===== config.mk =====
export PLATFORM = sky130hd
export DESIGN_NAME = lif_regs
export DESIGN_NICKNAME = d
export VERILOG_FILES = /design/src/rtl/lif_pkg.sv /design/src/rtl/lif_regs.sv
export SDC_FILE = /design/constraint.sdc
export NUM_CORES = 1
export LEC_CHECK = 0
export BUFFER_PORTS_ARGS = -buffer_cell sky130_fd_sc_hd__buf_2
export CAP_MARGIN = 0
export CORE_MARGIN = 1
export CORE_UTILIZATION = 47
export DETAILED_ROUTE_END_ITERATION = 10
export PLACE_DENSITY = 0.95
export SLEW_MARGIN = 0
export SYNTH_ARGS = -nofsm -noshare
export SYNTH_HDL_FRONTEND = slang
export SYNTH_SLANG_ARGS = --single-unit

===== constraint.sdc =====
create_clock -name clk -period 2 [get_ports clk]
set_input_delay 0.2 -clock clk [delete_from_list [all_inputs] [get_ports clk]]
set_output_delay 0.2 -clock clk [all_outputs]
set_load 0.02 [all_outputs]

===== src/rtl/lif_pkg.sv =====
`default_nettype none
package lif_pkg;

	// Field widths
	localparam int IDX_W   = 8;
	localparam int IN_W    = 15;
	localparam int MOD_W   = 12;
	localparam int REG_W   = 13;
	localparam int VM_W    = 16;
	localparam int GAIN_W  = 24;
	localparam int FRAC_W  = 12;

	// Configuration port
	localparam int ADDR_W  = 4;
	localparam int DATA_W  = 32;

	// Register indexes (paddr[3:2])
	localparam logic [1:0] REG_PERSIST = 2'd0;
	localparam logic [1:0] REG_THRESH  = 2'd1;
	localparam logic [1:0] REG_RSTAMT  = 2'd2;

	// Q1.12 one, divider numerator is 2^(2*FRAC_W)
	localparam logic [REG_W-1:0] ONE_Q12 = 13'd4096;
	localparam logic [GAIN_W-1:0] GAIN_MAX = 24'hFF_FFFF;

	// Membrane saturation bounds
	localparam logic signed [19:0] VM_MAX = 20'sd32767;
	localparam logic signed [19:0] VM_MIN = -20'sd32768;

	typedef struct packed {
		logic [REG_W-1:0] persist;
		logic [REG_W-1:0] thresh;
		logic [REG_W-1:0] rst_amt;
	} cfg_t;

	typedef struct packed {
		logic              spike;
		logic              back;
		logic [IDX_W-1:0]  idx;
	} core_res_t;

endpackage
`default_nettype wire


===== src/rtl/lif_regs.sv =====
`default_nettype none
module lif_regs (
	input  wire logic                        clk,
	input  wire logic                        arst_n,
	input  wire logic                        psel,
	input  wire logic                        penable,
	input  wire logic                        pwrite,
	input  wire logic [lif_pkg::ADDR_W-1:0]  paddr,
	input  wire logic [lif_pkg::DATA_W-1:0]  pwdata,
	output logic      [lif_pkg::DATA_W-1:0]  prdata,
	output lif_pkg::cfg_t                    cfg
);

	lif_pkg::cfg_t cfg_q;
	logic [1:0]    reg_sel;
	logic          wr_en;

	assign reg_sel = paddr[3:2];
	assign wr_en   = psel & penable & pwrite;
	assign cfg     = cfg_q;

	// Register writes; out-of-list addresses are dropped
	always_ff @(posedge clk or negedge arst_n) begin
		if (!arst_n) begin
			cfg_q <= '0;
		end else if (wr_en) begin
			unique case (reg_sel)
				lif_pkg::REG_PERSIST: cfg_q.persist <= pwdata[lif_pkg::REG_W-1:0];
				lif_pkg::REG_THRESH:  cfg_q.thresh  <= pwdata[lif_pkg::REG_W-1:0];
				lif_pkg::REG_RSTAMT:  cfg_q.rst_amt <= pwdata[lif_pkg::REG_W-1:0];
				default: ;
			endcase
		end
	end

	// Read mux
	always_comb begin
		prdata = '0;
		unique case (reg_sel)
			lif_pkg::REG_PERSIST: prdata[lif_pkg::REG_W-1:0] = cfg_q.persist;
			lif_pkg::REG_THRESH:  prdata[lif_pkg::REG_W-1:0] = cfg_q.thresh;
			lif_pkg::REG_RSTAMT:  prdata[lif_pkg::REG_W-1:0] = cfg_q.rst_amt;
			default:              prdata = '0;
		endcase
	end

endmodule
`default_nettype wire


==> results.ini <==
[critical_path]
path_cells=buf_2 > buf_4 > mux2i_1 > o21ai_0 > buf_2
crit_path_frequent_cell=buf_2
r2r-start=cfg[9]$_DFFE_PN0P_
cp_max_fo=12
r2r-end=cfg[9]$_DFFE_PN0P_
arrival_ps=1250
rrSetupSlack_ps=1210
worst_path_max_delay_cell=buf_2
start_kind=input port
worstSetupPathType=input port to output pin
end_kind=output pin
reg2regPathDepth=1
max_stage_delay_ps=310
critPathRequiredTime_ps=1800

[pwr]
design_power_total_mw=2.55
powerDensity_mw_per_mm2=1080
ir_drop_mv=0.535
leakage_nw=1.26

[floorplan]
die_width_microns=66.1
dieArea_sq_mm=0.00437
die_h_microns=66.1
core_area_sq_mm=0.00380
io_pins=112
row_count=22
initial_core_util_pct=50.8

[run]
drv_cap=0

[drt]
routed_wl_microns=4040
vias_per_cell=4.91
dr.pass1.iters=3
wl_per_cell_microns=14.7
drtAntennaViolNets=0
drc_errors=0
num_vias=1351
drt_iter0_markers=31

[timing]
fmax_ghz=0.691
final.setup.worst_slack_ps=552
drv_slew=0
worstMarginPinSlew_ps=862
hold_viol=0
setup_viol=0
fin_crit_sh_pct=72.4
rsz0062_at_grt=false
skew_ps=0
max_slew_margin_pct=42.5
setup_tns_ps=0
fin_crit_ps=1450

[placement]
io_buffers=71
place_congestion=0.731
pre_cts_ws_ps=426
hpwl_microns=2940

[finish]
final_common_cell=buf_2
drive_gt1_share_pct=55.9
finish.net_count=268
antenna_cells=0
largest_reg_flops=39
syn_to_final_growth_pct=23.0
layout_common_cells=71 x buf_2, 39 x dfrtp_1, 29 x mux2_2

[run_status]
status=complete, no violations

[global_routing]
grt_pass1_vias=1305
antenna_found_initial=0
grt_max_degree=40
grt.total_usage_pct=19.3
grt_overflow=0
grt_pass1_wl_microns=6090

[synthesis]
syn_area_per_cell_sq_um=12.9
synth_cell_types=16
synth_cells=150
synth-seq-cells=39
seq_area_frac_synth_pct=50.6
netlist_area_sq_mm=0.00193
ys_warn_count=0

[clock_network]
cts_resized=0
cts_buffer_depth=2
h-tree-depth=2
worstSkewPairLatency_ps=270
clock-root-buffer=clkbuf_8
path_clk_slew_ps=70
clock-sinks=39
ctsHoldBuffers=0
post_cts_buffers=0
cts_tree=done
cts_inserted_buffers=5

[hold_path]
hold_path_class=input port to asynchronous set/reset pin

cell families after synthesis:
| logic type | share of synthesized area [%] |
|---|---|
| flip-flops | 50.6 |
| AND/OR/NAND/NOR | 4.47 |
| buffers and inverters | 9.92 |
| other | 0.194 |
| multiplexers | 31.5 |
| AO/OA/AOI/OAI | 3.37 |
stage by stage:
stage	cells	instance area (sq um)	hold WS, ps	utilization (%)
finish	275	2370	29.0	62.5
global route	275	2370	88.5	62.5
CTS	275	2370	48.5	62.5
detailed placement	268	2290	358	60.2
global placement	268	2290	345	60.2
floorplan	168	2000	-95.6	-
worst max path at each step:
stage	slack, ps	to	from
finish	550	prdata[10]	paddr[2]
global route	450	prdata[0]	paddr[3]
CTS	540	prdata[11]	paddr[2]
detailed placement	430	cfg[21]$_DFFE_PN0P_	paddr[2]
global placement	440	cfg[22]$_DFFE_PN0P_	paddr[2]
floorplan	600	cfg[26]$_DFFE_PN0P_	paddr[2]
final cells by class:
| type | count | area [sq um] |
|---|---|---|
| clock buffer | 6 | 82.6 |
| clock inverter | 1 | 5.00 |
| fill | 339 | 1430 |
| multi-input combinational | 102 | 835 |
| sequential | 39 | 976 |
| tap | 48 | 60.1 |
| timing repair buffer | 79 | 415 |
power by group:
group          leakage (nW)  switching, mW  internal (mW)
sequential            0.478          0.142          0.974
combinational         0.739          0.542          0.380
clock                0.0470          0.246          0.270
routing by layer:
metal	share of wire, %	wire length, microns	up-vias	global-route usage, %
li1	-	-	632	-
met1	41	1650	664	21.0
met2	53	2140	53	35.7
met3	5.4	219	2	4.83
met4	0.47	19	0	6.91
met5	0	0	-	0
cell usage after synthesis:
library cell / number / area (sq um)
nor3_1: 1 / 5.00
o21ai_0: 13 / 65.1
buf_4: 21 / 158
mux2_2: 29 / 327
nor3b_2: 1 / 12.5
nand2_1: 13 / 48.8
mux2i_1: 13 / 130
buf_2: 3 / 15.0
conb_1: 1 / 3.75
clkbuf_1: 2 / 7.51
or3b_1: 1 / 8.76
dfrtp_1: 39 / 976
nor2b_1: 1 / 6.26
nand3_1: 1 / 5.00
mux2_4: 10 / 150
buf_6: 1 / 11.3
worst max-delay path: cells and delay by family:
kind            cells  cell delay [ps]
compound gates      1              100
buf+inv             3              730
mux                 1              210
Power figures use the tool's default switching activity.
