## config.mk

```make
export PLATFORM = sky130hd
export DESIGN_NAME = lif_div
export DESIGN_NICKNAME = d
export VERILOG_FILES = /design/src/rtl/lif_pkg.sv /design/src/rtl/lif_div.sv
export SDC_FILE = /design/constraint.sdc
export NUM_CORES = 1
export LEC_CHECK = 0
export ABC_AREA = 1
export BUFFER_PORTS_ARGS = -buffer_cell sky130_fd_sc_hd__buf_4
export CAP_MARGIN = 0
export CELL_PAD_IN_SITES_DETAIL_PLACEMENT = 0
export CELL_PAD_IN_SITES_GLOBAL_PLACEMENT = 1
export CORE_MARGIN = 4
export CORE_UTILIZATION = 42
export DETAILED_ROUTE_END_ITERATION = 6
export PLACE_DENSITY_LB_ADDON = 0.1
export SYNTH_ARGS = -nofsm -noshare
export SYNTH_HDL_FRONTEND = slang
export SYNTH_SLANG_ARGS = --single-unit
```

## constraint.sdc

```tcl
create_clock -name clk -period 2.8 [get_ports clk]
set_input_delay 0.42 -clock clk [delete_from_list [all_inputs] [get_ports clk]]
set_output_delay 0.42 -clock clk [all_outputs]
set_load 0.05 [all_outputs]
```

## src/rtl/lif_pkg.sv

```systemverilog
`default_nettype none
package lif_pkg;

	// Field widths
	localparam int IDX_W   = 8;
	localparam int IN_W    = 15;
	localparam int MOD_W   = 12;
	localparam int REG_W   = 13;
	localparam int VM_W    = 16;
	localparam int GAIN_W  = 24;
	localparam int FRAC_W  = 12;

	// Configuration port
	localparam int ADDR_W  = 4;
	localparam int DATA_W  = 32;

	// Register indexes (paddr[3:2])
	localparam logic [1:0] REG_PERSIST = 2'd0;
	localparam logic [1:0] REG_THRESH  = 2'd1;
	localparam logic [1:0] REG_RSTAMT  = 2'd2;

	// Q1.12 one, divider numerator is 2^(2*FRAC_W)
	localparam logic [REG_W-1:0] ONE_Q12 = 13'd4096;
	localparam logic [GAIN_W-1:0] GAIN_MAX = 24'hFF_FFFF;

	// Membrane saturation bounds
	localparam logic signed [19:0] VM_MAX = 20'sd32767;
	localparam logic signed [19:0] VM_MIN = -20'sd32768;

	typedef struct packed {
		logic [REG_W-1:0] persist;
		logic [REG_W-1:0] thresh;
		logic [REG_W-1:0] rst_amt;
	} cfg_t;

	typedef struct packed {
		logic              spike;
		logic              back;
		logic [IDX_W-1:0]  idx;
	} core_res_t;

endpackage
`default_nettype wire

```

## src/rtl/lif_div.sv

```systemverilog
`default_nettype none
// Shunt gain 2^24 / (4096 - modulation), restoring division, one quotient bit a cycle
module lif_div (
	input  wire logic                        clk,
	input  wire logic                        arst_n,
	input  wire logic                        start,
	input  wire logic [lif_pkg::MOD_W-1:0]   modulation,
	output logic                             running,
	output logic                             done,
	output logic      [lif_pkg::GAIN_W-1:0]  gain
);

	localparam int QW = lif_pkg::GAIN_W + 1;
	localparam int CW = $clog2(QW);

	logic [lif_pkg::REG_W-1:0] den_q;
	logic [lif_pkg::REG_W-1:0] rem_q;
	logic [QW-1:0]             quo_q;
	logic [CW-1:0]             cnt_q;
	logic                      run_q;
	logic                      done_q;

	logic                      num_bit;
	logic [lif_pkg::REG_W:0]   rem_sh;
	logic                      q_bit;
	logic [lif_pkg::REG_W:0]   rem_nx;

	// Numerator has only its top bit set
	assign num_bit = (cnt_q == CW'(QW - 1));
	assign rem_sh  = {rem_q, num_bit};
	assign q_bit   = (rem_sh >= {1'b0, den_q});
	assign rem_nx  = q_bit ? (rem_sh - {1'b0, den_q}) : rem_sh;

	always_ff @(posedge clk or negedge arst_n) begin
		if (!arst_n) begin
			run_q  <= 1'b0;
			done_q <= 1'b0;
			cnt_q  <= '0;
		end else begin
			done_q <= run_q && (cnt_q == '0);
			if (start) begin
				run_q <= 1'b1;
				cnt_q <= CW'(QW - 1);
			end else if (run_q) begin
				if (cnt_q == '0) begin
					run_q <= 1'b0;
				end else begin
					cnt_q <= cnt_q - CW'(1);
				end
			end
		end
	end

	// Datapath
	always_ff @(posedge clk) begin
		if (start) begin
			den_q <= lif_pkg::ONE_Q12 - {1'b0, modulation};
			rem_q <= '0;
			quo_q <= '0;
		end else if (run_q) begin
			rem_q <= rem_nx[lif_pkg::REG_W-1:0];
			quo_q <= {quo_q[QW-2:0], q_bit};
		end
	end

	assign running = run_q;
	assign done    = done_q;
	assign gain    = quo_q[QW-1] ? lif_pkg::GAIN_MAX : quo_q[lif_pkg::GAIN_W-1:0];

endmodule
`default_nettype wire

```

==> flow_summary.toml, run 1 <==
[layout]
finalInstanceArea_sq_mm = 0.00416
num-fill-cells = 858
diodes = 0
multiInputGateArea_sq_mm = 0.00186
final_util_pct = 50.9
regArea_sq_mm = 0.00133
final_layout_size_suffix_gt1_share_pct = 20.7
layout.nets = 562
syn_to_final_growth_pct = 18.5

[clock_network]
cts_tree = "done"
htree_levels = 3
cts_max_path_buffers = 2
postCtsSetupBuffers = 0
clock_sinks = 58
clkLatencyLatePin_ns = 0.34
clk_pin_slew_ns = 0.07
cts-buffers-inserted = 9
clock_tree.root_cell = "clkbuf_8"

[floorplanning]
core_area_sq_mm = 0.00818
die_y_microns = 99.5
die_area_sq_mm = 0.00989
fp-row-count = 33
start_util_pct = 43.0
io_pins = 41
fp.dieW_microns = 99.5

[synthesis]
yosysSeqAreaShare_pct = 37.7
synth_area_leaders = "dfxtp_1 (22%), edfxtp_1 (11%), nand2_1 (10%)"
syn_nets = 522
synth-warning-count = 0
netlist_area_sq_mm = 0.00351
synth_top_area_share_pct = 21.7
synthDistinctLibCells = 33
syn_inst = 490
ys_ff_latch = 58
syn_avg_cell_area_sq_um = 7.17
yosysTopAreaCell = "dfxtp_1"

[place]
hpwl_microns = 6020
place.gp.congestion = 0.953
place_area_sq_mm = 0.00389
portBuffers = 40

[outcome]
outcome = "finished, final reports clean"

[setup_path]
reg2reg_from = "cnt_q[0]"
cp.arrival_ns = 2.74
required_ns = 3.01
end_kind = "register"
reg2reg_depth = 18
critPathMaxFanout = 10
worst_setup_path_start_kind = "register"
path_class = "register to register"
r2r_setup_slack_ns = 0.27
worstReg2RegEnd = "rem_q[8]"

[min_path]
min_to = "den_q[0]"
min_path_type = "input port to register"
hp-start = "modulation[0]"
whs_path_depth = 1

[grt]
grt_pass1_wl_microns = 13600
antenna_found_initial = 0
grt_pass1_vias = 2913
grtUsageTotal_pct = 17.2
grt_max_degree = 41
grt.overflow.total = 0

[pwr]
power.leakage_nw = 2.11
ir_drop_v = 0.000441
power_density_mw_per_mm2 = 873
power_mw = 3.63

[detailed_routing]
routedWlPerCell_microns = 12.6
drt_iter0_markers = 118
vias_per_cell = 4.90
drt_pass1_iterations = 5
wl_microns = 8040
antenna_left = 0
post-route-drc-count = 0
via_count = 3138

[timing]
rsz0062_at_grt = "false"
drv_slew = 0
slew_headroom_pct = 51.5
post-route-period-util_pct = 90.5
timing.fmax_mhz = 395
worst_pin_slew_ns = 0.727
setup_viol = 0
final.setup.tns_ns = 0
min_period_ns = 2.53
report.final.hold_viol_count = 0
fin_skew_ns = 0.0124
whs_ns = 0.298

[flow_run]
max_cap_violations = 0
[cell usage in the layout, fill, tap and decap left out, drive strengths merged]
| cell | netlist | routed |
|---|---|---|
| and2 | 1 | 1 |
| buf | 2 | 42 |
| inv | 71 | 72 |
| fa | 1 | 1 |
| clkinv | 1 | 4 |
| clkbuf | 13 | 10 |
| or2 | 25 | 25 |
| nand2 | 104 | 104 |
| xor2 | 10 | 10 |
| o21bai | 3 | 3 |
| ha | 16 | 16 |
| dlygate4sd3 | 0 | 1 |
| nand3b | 1 | 1 |
| o21ai | 30 | 30 |
| dfxtp | 38 | 38 |
| nor4 | 2 | 2 |
| nand4 | 6 | 6 |
| nor3 | 3 | 3 |
| edfxtp | 13 | 13 |
| dfrtp | 7 | 7 |
| bufinv | 0 | 2 |
| nor2 | 77 | 77 |
| nand3 | 41 | 42 |
| a21oi | 23 | 23 |
| xnor2 | 2 | 2 |
[registers in the layout (all words and copies together), names as in the netlist]
register  cells
cnt_q         5
running       1
den_q        13
rem_q        13
done          1
quo_q        25
[worst max-delay path by stage]
stage / start / endpoint / depth (start not counted) / slack (ns)
floorplan: cnt_q[0] / rem_q[2] / 19 / 0.46
global placement: cnt_q[0] / rem_q[7] / 18 / 0.18
detailed placement: cnt_q[0] / rem_q[5] / 18 / 0.06
CTS: cnt_q[0] / rem_q[8] / 18 / 0.04
global route: cnt_q[1] / rem_q[0] / 18 / 0.02
finish: cnt_q[0] / rem_q[8] / 18 / 0.27
[final cells by class]
type                    instances  area share (%)
clock buffers                  10            3.58
clock inverters                 6            2.28
inverters                      72            6.61
multi-input cells             346            44.7
flip-flops and latches         58            31.9
well taps                     105            3.16
repair buffers                 43            7.81
[power by group]
group	internal [mW]	leakage, nW	switching, mW	total (mW)
Clock	0.562	0.122	0.359	0.921
Sequential	0.988	0.516	0.114	1.10
Combinational	0.577	1.47	1.03	1.61
[critical path, cell delays in order (launching register included)]
cell,delay [ns]
dfrtp_1,0.37
inv_2,0.06
ha_1,0.19
inv_1,0.05
nor2_1,0.04
nand3_1,0.10
ha_1,0.19
inv_1,0.07
fa_2,0.37
nand2_1,0.11
nand2_1,0.07
nand3_1,0.08
nand2_2,0.09
nand2_4,0.10
nand3_4,0.16
inv_6,0.14
nand2_1,0.06
nand3_1,0.08
a21oi_1,0.06
[stage by stage]
| stage | setup slack [ns] | std cells |
|---|---|---|
| floorplan | 0.464 | 490 |
| global placement | 0.181 | 622 |
| detailed placement | 0.0613 | 622 |
| CTS | 0.0431 | 639 |
| global route | 0.0233 | 640 |
| finish | 0.267 | 640 |
[what timing repair did]
| item | 4_1_cts | 5_1_grt |
|---|---|---|
| endpoints found under the setup margin | 0 | 14 |
| hold buffers | 1 | 0 |
| hold endpoints to repair | 7 | 0 |
| gates resized for setup | 0 | 4 |
[metal layers]
metal,share of wire [%],track usage (%)
met5,0,0
met3,4.7,4.28
met4,2.6,7.35
met2,45,26.1
met1,48,23.2
[cells by family (layout without fill, tap and decap cells)]
logic type / count (synthesis) / after routing / synth area share (%)
XOR/XNOR: 12 / 12 / 2.99
buffers and inverters: 87 / 131 / 9.72
flip-flops: 58 / 58 / 37.7
adder cells (fa/ha/maj): 17 / 17 / 6.27
AND/OR/NAND/NOR: 260 / 261 / 35.1
AO/OA/AOI/OAI: 56 / 56 / 8.19
[cells in the mapped netlist]
library cell and instances:
nand3_4 1, o21bai_1 3, inv_2 2, nor2_1 71
buf_8 1, inv_4 1, nor2_4 5, nand2_1 98
nand4_1 6, edfxtp_1 13, fa_1 1, dfrtp_1 7
xor2_1 10, inv_1 68, xnor2_1 2, o21ai_0 30
nor4_1 2, or2_2 25, nor3_1 1, nand2_2 5
buf_2 1, nor2_2 1, ha_1 16, a21oi_1 23
nand3b_1 1, nor3_2 2, nand2_4 1, nand3_1 34
nand3_2 6, clkbuf_1 13, dfxtp_1 38, and2_1 1
clkinv_1 1
No activity file was read; power rests on OpenSTA's default activity.
==> run 2: changes to the inputs <==
--- a/config.mk
+++ b/config.mk
@@ -5,13 +5,13 @@
 export SDC_FILE = /design/constraint.sdc
 export NUM_CORES = 1
 export LEC_CHECK = 0
-export ABC_AREA = 1
+export ABC_AREA = 0
 export BUFFER_PORTS_ARGS = -buffer_cell sky130_fd_sc_hd__buf_4
 export CAP_MARGIN = 0
 export CELL_PAD_IN_SITES_DETAIL_PLACEMENT = 0
 export CELL_PAD_IN_SITES_GLOBAL_PLACEMENT = 1
 export CORE_MARGIN = 4
-export CORE_UTILIZATION = 42
+export CORE_UTILIZATION = 45
 export DETAILED_ROUTE_END_ITERATION = 6
 export PLACE_DENSITY_LB_ADDON = 0.1
 export SYNTH_ARGS = -nofsm -noshare
==> run 2 against run 1 <==
  * Clock skew is 0.0049 ns lower
  * Hold slack lost 0.0045 ns
  * Sequential cell count did not move
  * Setup slack worse by 0.12 ns
  * Sequential share of layout area is 0.40 points higher
  * Routed wire length down 4.7%
  * Utilization grew 4.9 points
  * Clock power shrank 24%
  * Synthesized area down 1.5%
  * Non-clock buffer count increased by 6
==> flow_summary.toml, run 2 <==
[synthesis]
synth-warning-count = 0
yosysSeqAreaShare_pct = 38.3
ys.flop_type = "dfxtp_1"
synth.most_common_cell = "nor2_1"
yosys-top-cells-count = "nor2_1 (49), dfxtp_1 (38), mux2i_1 (25)"
netlist_area_sq_mm = 0.00346
synth_top_area_share_pct = 22.0
synth_top_family_by_area = "simple AND/OR/NAND/NOR gates"
syn_inst = 379
synth_edf_count = 13
synth_area_leaders = "dfxtp_1 (22%), edfxtp_1 (11%), mux2i_1 (7.2%)"
synth-compound-area-share_pct = 15.7
synthAdderAreaFrac_pct = 6.36
synthMuxAreaShare_pct = 7.23
syn_nets = 411
synth_simple_gate_area_share_pct = 22.9
synth-xor-area-share_pct = 4.30
syn_avg_cell_area_sq_um = 9.13
ys_ff_latch = 58
async_reset_ff_share_pct = 12.1
synthDistinctLibCells = 62
yosysTopAreaCell = "dfxtp_1"

[floorplanning]
die_area_sq_mm = 0.00916
core_area_sq_mm = 0.00737
start_util_pct = 47.0
io_pins = 41
die_y_microns = 95.7
fp.dieW_microns = 95.7
fp-row-count = 31

[setup_path]
worstReg2RegEnd = "rem_q[2]"
end_kind = "register"
reg2reg_from = "cnt_q[1]"
critPathMaxFanout = 4
required_ns = 3.02
path_class = "register to register"
path_common_cell = "inv_2"
cp_slowest_cell = "or4_1"
cpPeakStageDelay_ns = 0.42
worst_setup_path_start_kind = "register"
reg2reg_depth = 11
r2r_setup_slack_ns = 0.15
path_cells = "inv_2 -> ha_4 -> nand4b_1 -> ha_2 -> inv_2 -> fa_2 -> a21o_1 -> a221oi_4 -> a211oi_4 -> or4_1 -> o311ai_1"
cp.arrival_ns = 2.87

[grt]
antenna_found_initial = 0
grt_max_degree = 54
grt.overflow.total = 0
grtUsageTotal_pct = 17.8
grt_pass1_vias = 2600
grt_pass1_wl_microns = 12700

[timing]
min_period_ns = 2.65
final.setup.tns_ns = 0
finalWorstSetupSlack_ns = 0.147
setup_viol = 0
worst_pin_slew_ns = 0.992
drv_slew = 0
fin_skew_ns = 0.00748
slew_headroom_pct = 33.5
timing.fmax_mhz = 377
post-route-period-util_pct = 94.7
whs_ns = 0.293
report.final.hold_viol_count = 0

[detailed_routing]
drt_pass1_iterations = 4
antenna_left = 0
vias_per_cell = 5.38
via_count = 2809
drt_iter0_markers = 150
post-route-drc-count = 0
routedWlPerCell_microns = 14.7
wl_microns = 7670

[clock_network]
cts_tree = "done"
htree_levels = 3
cts_max_path_buffers = 2
clock_sinks = 58
cts-buffers-inserted = 9
clock_tree.root_cell = "clkbuf_8"
clkLatencyLatePin_ns = 0.33
clk_pin_slew_ns = 0.07

[layout]
final_cell_count_no_fill = 522
layout.nets = 450
largest_reg_flops = 25
regMostFlops = "quo_q"
final_layout_size_suffix_gt1_share_pct = 25.3
final_common_cell = "nor2_1"
regArea_sq_mm = 0.00133
syn_to_final_growth_pct = 18.9
finalInstanceArea_sq_mm = 0.00412
num-fill-cells = 724
multiInputGateArea_sq_mm = 0.00202
diodes = 0
final_util_pct = 55.8
reg_top3 = "quo_q: 25 flops, den_q: 13 flops, rem_q: 13 flops"
final_cell_mix = "nor2_1 (48), buf_4 (46), dfxtp_1 (38)"

[place]
place.gp.congestion = 0.841
place_inst = 503
place_area_sq_mm = 0.00383
hpwl_microns = 5460
portBuffers = 40
post-place-ws_ns = -0.0114

[min_path]
min_to = "den_q[0]"
hp-start = "modulation[0]"
min_path_type = "input port to register"
whs_path_depth = 1

[outcome]
outcome = "finished, final reports clean"

[pwr]
power.leakage_nw = 2.00
power_density_mw_per_mm2 = 821
power_mw = 3.38
ir_drop_v = 0.000395

[flow_run]
max_cap_violations = 0
==> run 2: area by class of cell <==
cell class	instances	share of cell area, %
tap	99	3.01
multi-input combinational	278	49.2
timing repair buffer	49	9.18
clock buffer	11	3.71
inverter	22	2.01
clock inverter	5	0.669
sequential	58	32.3
==> run 2: routing by layer <==
| metal | global-route usage [%] | vias up | routed length, microns |
|---|---|---|---|
| met5 | 0 | - | 0 |
| met4 | 7.23 | 0 | 111 |
| met3 | 4.14 | 8 | 286 |
| met2 | 25.7 | 50 | 3400 |
| met1 | 25.4 | 1309 | 3870 |
| li1 | - | 1442 | - |
==> run 2: what timing repair did <==
| action | in CTS | in global routing |
|---|---|---|
| pin swaps | 2 | 12 |
| endpoints found under the setup margin | 4 | 14 |
| gates resized for setup | 0 | 19 |
| hold buffers | 1 | 0 |
| hold endpoints to repair | 7 | 0 |
| setup buffers | 0 | 2 |
==> run 2: worst max-delay path by stage <==
stage | slack (ns) | to | from
floorplan | 0.04 | rem_q[2] | cnt_q[0]
global placement | 0.09 | rem_q[5] | cnt_q[1]
detailed placement | -0.01 | rem_q[5] | cnt_q[1]
CTS | -0.01 | rem_q[5] | cnt_q[1]
global route | -0.002 | rem_q[6] | cnt_q[1]
finish | 0.15 | rem_q[2] | cnt_q[1]
==> run 2: logic make-up after synthesis <==
group	after synthesis
compound gates	72
xor+xnor	17
fa+ha+maj	17
buf+inv	43
flops	58
mux	25
simple gates	147
==> run 2: critical path: cells and delay by family, from the launching register on <==
| kind | cells | cell delay (ns) |
|---|---|---|
| buf+inv | 2 | 0.10 |
| simple gates | 2 | 0.55 |
| fa+ha+maj | 3 | 0.70 |
| compound gates | 4 | 0.80 |
| flops | 1 | 0.38 |
==> run 2: report_power, final <==
part | leakage (nW) | switching [mW] | internal, mW
Clock | 0.0940 | 0.328 | 0.368
Sequential | 0.515 | 0.129 | 0.990
Combinational | 1.39 | 0.888 | 0.676
Total | 2.00 | 1.34 | 2.03
